--- src/bet_pkg.sv ---
// ----------------------------------------------------------------------------
// bet_pkg
// Shared types and constants for the push-button event tracker.
// ----------------------------------------------------------------------------
package bet_pkg;

  localparam int NUM_BUTTONS = 8;
  localparam int PIN_W       = 8;
  localparam int IDX_W       = 3;
  localparam int HOLD_W      = 32;
  localparam int MASK_W      = 8;

  localparam logic [HOLD_W-1:0] HOLD_STEP = HOLD_W'(10);
  localparam logic [HOLD_W-1:0] HOLD_MAX  = {HOLD_W{1'b1}};
  localparam logic [MASK_W-1:0] MASK_RESET = {MASK_W{1'b1}};

  typedef enum logic [2:0] {
    OP_TICK       = 3'd0,
    OP_Q_PUSHED   = 3'd1,
    OP_Q_RELEASED = 3'd2,
    OP_Q_HELD     = 3'd3,
    OP_CLEAR      = 3'd4
  } op_t;

  typedef enum logic [1:0] {
    PH_CLEARED  = 2'd0,
    PH_READY    = 2'd1,
    PH_PUSHED   = 2'd2,
    PH_RELEASED = 2'd3
  } phase_t;

  // command broadcast from the item register to every button
  typedef struct packed {
    logic              go;
    op_t               op;
    logic [HOLD_W-1:0] threshold;
  } btn_cmd_t;

endpackage

--- src/bet_button.sv ---
// ----------------------------------------------------------------------------
// bet_button
// State of one button: phase, pushed and released flags, hold time.
// ----------------------------------------------------------------------------
module bet_button (
  input  logic             clk,
  input  logic             rst,
  input  bet_pkg::btn_cmd_t cmd,
  input  logic             sel,
  input  logic             pin,
  input  logic             en,
  output logic             hit
);
  import bet_pkg::*;

  phase_t            phase;
  phase_t            phase_next;
  logic              pushed_flag;
  logic              pushed_flag_next;
  logic              released_flag;
  logic              released_flag_next;
  logic [HOLD_W-1:0] hold_time;
  logic [HOLD_W-1:0] hold_time_next;
  logic [HOLD_W:0]   hold_sum;
  logic              cond;

  assign hold_sum = {1'b0, hold_time} + {1'b0, HOLD_STEP};

  always_comb begin
    case (cmd.op)
      OP_Q_PUSHED:   cond = pushed_flag;
      OP_Q_RELEASED: cond = released_flag;
      OP_Q_HELD:     cond = (hold_time > cmd.threshold);
      default:       cond = 1'b0;
    endcase
  end

  assign hit = sel & cond;

  always_comb begin
    phase_next         = phase;
    pushed_flag_next   = pushed_flag;
    released_flag_next = released_flag;
    hold_time_next     = hold_time;
    if (cmd.op == OP_TICK) begin
      if (en) begin
        case (phase)
          PH_CLEARED: begin
            if (pin) phase_next = PH_READY;
          end
          PH_READY: begin
            if (!pin) begin
              phase_next       = PH_PUSHED;
              pushed_flag_next = 1'b1;
            end
          end
          PH_PUSHED: begin
            if (pin) begin
              phase_next         = PH_RELEASED;
              released_flag_next = 1'b1;
            end else if (hold_sum[HOLD_W]) begin
              hold_time_next = HOLD_MAX;
            end else begin
              hold_time_next = hold_sum[HOLD_W-1:0];
            end
          end
          default: begin
            if (!pin) begin
              phase_next         = PH_PUSHED;
              released_flag_next = 1'b0;
              hold_time_next     = '0;
            end
          end
        endcase
      end
    end else if (cmd.op == OP_CLEAR || hit) begin
      phase_next         = PH_CLEARED;
      pushed_flag_next   = 1'b0;
      released_flag_next = 1'b0;
      hold_time_next     = '0;
    end
  end

  always_ff @(posedge clk) begin
    if (rst) begin
      phase         <= PH_CLEARED;
      pushed_flag   <= 1'b0;
      released_flag <= 1'b0;
      hold_time     <= '0;
    end else if (cmd.go) begin
      phase         <= phase_next;
      pushed_flag   <= pushed_flag_next;
      released_flag <= released_flag_next;
      hold_time     <= hold_time_next;
    end
  end

endmodule

--- src/button_event_tracker_top.sv ---
// ----------------------------------------------------------------------------
// button_event_tracker_top
// Press, release and hold detector for a bank of active-low push buttons.
// ----------------------------------------------------------------------------
// One item per clock: an accepted item lands in an input register, all buttons
// update in parallel from it when it moves on to the output, and the one-bit
// answer is registered at the output as the result; a new item can be taken
// every cycle while the output is drained.
// The limit is the single per-button update plus the 32-bit hold compare
// between the two registers.
// enable_mask is written through cfg_we / cfg_wdata and resets to all ones.
module button_event_tracker_top (
  input  logic                      clk,
  input  logic                      rst,
  input  logic                      cfg_we,
  input  logic [bet_pkg::MASK_W-1:0] cfg_wdata,
  input  logic                      in_valid,
  output logic                      in_ready,
  input  logic [2:0]                op,
  input  logic [bet_pkg::IDX_W-1:0] button_index,
  input  logic [bet_pkg::PIN_W-1:0] pin_levels,
  input  logic [bet_pkg::HOLD_W-1:0] hold_threshold,
  output logic                      out_valid,
  input  logic                      out_ready,
  output logic                      hit
);
  import bet_pkg::*;

  logic [MASK_W-1:0] enable_mask;
  logic              item_valid;
  op_t               op_q;
  logic [IDX_W-1:0]  idx_q;
  logic [PIN_W-1:0]  pins_q;
  logic [HOLD_W-1:0] thr_q;
  logic              advance;
  btn_cmd_t          cmd;
  logic [NUM_BUTTONS-1:0] btn_hit;

  assign advance  = item_valid & (~out_valid | out_ready);
  assign in_ready = ~item_valid | advance;

  always_ff @(posedge clk) begin
    if (rst) begin
      enable_mask <= MASK_RESET;
    end else if (cfg_we) begin
      enable_mask <= cfg_wdata;
    end
  end

  always_ff @(posedge clk) begin
    if (rst) begin
      item_valid <= 1'b0;
    end else if (in_ready) begin
      item_valid <= in_valid;
    end
  end

  always_ff @(posedge clk) begin
    if (in_valid && in_ready) begin
      op_q   <= op_t'(op);
      idx_q  <= button_index;
      pins_q <= pin_levels;
      thr_q  <= hold_threshold;
    end
  end

  assign cmd.go        = advance;
  assign cmd.op        = op_q;
  assign cmd.threshold = thr_q;

  for (genvar k = 0; k < NUM_BUTTONS; k++) begin : g_btn
    logic pin_k;
    logic en_k;
    // buttons past the pin word see a low pin and no enable
    if (k < PIN_W) begin : g_pin
      assign pin_k = pins_q[k];
      assign en_k  = enable_mask[k];
    end else begin : g_nopin
      assign pin_k = 1'b0;
      assign en_k  = 1'b0;
    end

    bet_button u_button (
      .clk (clk),
      .rst (rst),
      .cmd (cmd),
      .sel (int'(idx_q) == k),
      .pin (pin_k),
      .en  (en_k),
      .hit (btn_hit[k])
    );
  end

  always_ff @(posedge clk) begin
    if (rst) begin
      out_valid <= 1'b0;
    end else if (advance) begin
      out_valid <= 1'b1;
    end else if (out_ready) begin
      out_valid <= 1'b0;
    end
  end

  always_ff @(posedge clk) begin
    if (advance) begin
      hit <= |btn_hit;
    end
  end

endmodule
--- config.mk ---
export PLATFORM = sky130hd
export DESIGN_NAME = button_event_tracker_top
export DESIGN_NICKNAME = d
export VERILOG_FILES = /design/src/bet_pkg.sv /design/src/bet_button.sv /design/src/button_event_tracker_top.sv
export SDC_FILE = /design/constraint.sdc
export NUM_CORES = 1
export LEC_CHECK = 0
export CAP_MARGIN = 20
export CORE_ASPECT_RATIO = 0.8
export CORE_MARGIN = 2
export CORE_UTILIZATION = 42
export DETAILED_ROUTE_END_ITERATION = 6
export DONT_BUFFER_PORTS = 1
export PLACE_DENSITY = 0.53
export SLEW_MARGIN = 20
export SYNTH_ARGS = -nofsm -noshare
export SYNTH_HDL_FRONTEND = slang
export SYNTH_SLANG_ARGS = --single-unit
--- constraint.sdc ---
create_clock -name clk -period 4.4 [get_ports clk]
set_input_delay 0.44 -clock clk [delete_from_list [all_inputs] [get_ports clk]]
set_output_delay 0.44 -clock clk [all_outputs]
set_load 0.03 [all_outputs]
==> flow_summary.json <==
{
  "drtPass1Iterations": 6,
  "hpwlAfterDp_mm": 59.6,
  "synthesis.nets": 3059,
  "synthTopCellsByCount": "307 x a21oi_1, 302 x nand2_1, 298 x dfxtp_1, 264 x ha_1, 157 x nor2_1",
  "ys_async_sr_fraction": 0,
  "die_x_um": 263,
  "placed_cells": 3417,
  "drt-total-wl_mm": 81.7,
  "hold_path.class": "in2reg",
  "clk_path_buf_depth": 3,
  "synth_ff_type": "dfxtp_1",
  "maxCapViolCount": 0,
  "rows": 76,
  "pwr-share-comb": 0.084,
  "maxSlewViolCount": 0,
  "critPathKind": "reg2reg",
  "cpPeakStageDelay_ns": 0.74,
  "dieArea_um2": 55700,
  "io_buffers": 0,
  "ys_warn_count": 0,
  "power_density_nw_per_um2": 277,
  "gr-total-overflow": 0,
  "cts_tree": "done",
  "p_seq_frac": 0.461,
  "first_global_vias": 20700,
  "yosysTopAreaCellShare": 0.264,
  "syn_area_um2": 22600,
  "yosys-top-cells-area": "dfxtp_1 26%, ha_1 15%, a21oi_1 6.8%",
  "ir_worst_vdd_uv": 283,
  "synth_compound_area_frac": 0.258,
  "drtAntennaViolNets": 0,
  "timing.hold.ws_ns": 0.0235,
  "clock_power_share": 0.455,
  "drive_gt1_frac": 0.0709,
  "ys_ff_latch": 345,
  "grt_usage": 0.289,
  "synth_edf_count": 47,
  "synthAdderAreaFrac": 0.146,
  "drt_iter0_drc": 1973,
  "numCtsBuffers": 41,
  "worst_ep_required_time_ns": 4.82,
  "drt-vias-per-instance": 6.27,
  "post-route-min-period_ns": 3.98,
  "finalCritPeriodShare": 0.904,
  "cts_hold_buffers": 61,
  "postLayoutCoreUtil": 0.481,
  "grt_max_degree": 115,
  "rsz0062_at_grt": "no",
  "io_pins": 62,
  "p_leak_nw": 9.78,
  "final_nets": 3143,
  "muxShareOfSynthArea": 0.00620,
  "worst_pin_slew_ns": 1.08,
  "clk_pin_slew_worst_paths_ns": 0.06,
  "ctsResizeCount": 0,
  "cts-root-buf": "clkbuf_16",
  "finalSetupViolations": 0,
  "post_drt_wl_per_cell_um": 23.0,
  "cp.arrival_ns": 4.40,
  "slowest_stage": "nor4_1",
  "setup_tns_ns": 0,
  "route.detailed.drc": 0,
  "yosysMostFrequentCell": "a21oi_1",
  "crit_fanout": 6,
  "cts_setup_buffers": 0,
  "p_int_mw": 5.25,
  "cp_cell_sequence": "inv_1 > buf_4 > ha_1 > nand4_1 > nor4_1 > o31a_1 > o22ai_1 > and2_1 > nor3_1 > buf_4 > a311oi_1",
  "cts_max_level": 2,
  "syn_to_final_growth_pct": 13.8,
  "synthCells": 2736,
  "clock_latency_ns": 0.58,
  "grt_pass1_wl_mm": 125,
  "gp_congestion": 0.907,
  "critPathCaptureType": "flip-flop",
  "critPathBufInv": 3,
  "synth_cell_type_count": 88,
  "synth_xor_area_frac": 0.00310,
  "switchingPower_mw": 1.87,
  "switching_share": 0.263,
  "critPathMostFrequentCell": "buf_4",
  "hold_violations": 0,
  "ys_seq_area_frac": 0.326,
  "status": "finished, final reports clean",
  "antenna_found_initial": 3,
  "core_um2": 53500,
  "syn_avg_cell_area_um2": 8.27,
  "cts_sinks": 345,
  "relSlewSlack": 0.274,
  "clock_skew_ns": 0.0339,
  "critical_path.startpoint_type": "flip-flop",
  "yosysTopAreaCell": "dfxtp_1",
  "vias": 22300,
  "max_freq_mhz": 252,
  "synth_top_family_by_area": "compound AO/OA/AOI/OAI gates",
  "die_y_um": 212,
  "start_util": 0.422,
  "fin_cells": 3555,
  "synth_simple_gate_area_frac": 0.225,
  "critPathTopFamily": "simple AND/OR/NAND/NOR gates"
}
==> registers in the layout, indices dropped and copies added, names as in the netlist <==
signal and count:
g_btn.u_button.phase 16, g_btn.u_button.hold_time 256, pins_q 8, g_btn.u_button.released_flag 8
item_valid 1, enable_mask 8, op_q 3, g_btn.u_button.pushed_flag 8
thr_q 32, idx_q 3, hit 1, out_valid 1
==> layout make-up <==
| type | instances | area (um^2) |
|---|---|---|
| Tap cell | 702 | 878 |
| Fill cell | 5146 | 27800 |
| Timing Repair Buffer | 158 | 1440 |
| Clock inverter | 15 | 78.8 |
| Sequential cell | 345 | 7380 |
| Multi-Input combinational cell | 2192 | 14500 |
| Antenna cell | 2 | 5.00 |
| Clock buffer | 59 | 1140 |
| Inverter | 82 | 308 |
==> metrics by stage <==
| step | total power [mW] | setup slack (ns) | instance area, um^2 |
|---|---|---|---|
| floorplan | 3.64 | 1.35 | 22600 |
| global route | 7.36 | 0.203 | 25700 |
| global placement | 3.85 | 0.490 | 23900 |
| finish | 7.12 | 0.424 | 25700 |
| detailed placement | 3.86 | 0.423 | 23900 |
| CTS | 7.16 | 0.384 | 25700 |
==> cell families (layout without fill, tap and decap cells) <==
family / after synthesis / in the layout
other: 0 / 2
and+or+nand+nor: 1000 / 1000
DFF: 345 / 345
AOI/OAI and AO/OA: 906 / 906
adders and majority gates: 264 / 264
buffers and inverters: 199 / 314
xor gates and xnor gates: 8 / 8
muxes: 14 / 14
==> path summary, 6_finish.rpt <==
| path | from | to | slack (ns) | depth (start not counted) |
|---|---|---|---|---|
| min reg2reg | g_btn[6].u_button.pushed_flag | g_btn[6].u_button.pushed_flag | 0.47 | 1 |
| min | cfg_we | enable_mask[7] | 0.02 | 2 |
| max | thr_q[31] | g_btn[2].u_button.hold_time[4] | 0.42 | 11 |
| max reg2reg | thr_q[31] | g_btn[2].u_button.hold_time[4] | 0.42 | 11 |
==> layout by cell type, fill, tap and decap left out, types with 19 or more instances in the layout <==
master,count
ha_1,264
inv_1,81
a21o_1,27
clkbuf_16,41
and3_1,62
and4_1,24
nor2b_1,19
buf_4,90
and2_1,29
dlygate4sd3_1,60
nand2_1,302
a21oi_1,305
dfxtp_1,298
nor4_1,19
nor3_1,79
nand3_1,108
a31oi_1,44
o21ai_0,155
nand4_1,85
nand2b_1,21
edfxtp_1,47
a211oi_1,149
nor2_1,156
a41oi_1,22
a311oi_1,66
==> per-layer routing <==
metal | track usage | part of all wire | up-vias
met3 | 0.0418 | 0.074 | 137
met2 | 0.444 | 0.43 | 846
li1 | - | - | 10700
met1 | 0.411 | 0.46 | 10600
met4 | 0.108 | 0.034 | 4
met5 | 0 | 0.00033 | -
==> power by group through the flow <==
stage               clock network, mW  logic [mW]  registers, mW
finish                           3.24       0.599           3.28
global route                     3.43       0.649           3.28
CTS                              3.29       0.593           3.28
detailed placement                  0       0.515           3.35
global placement                    0       0.501           3.35
floorplan                           0       0.315           3.33
(Power assumes the default switching activity.)
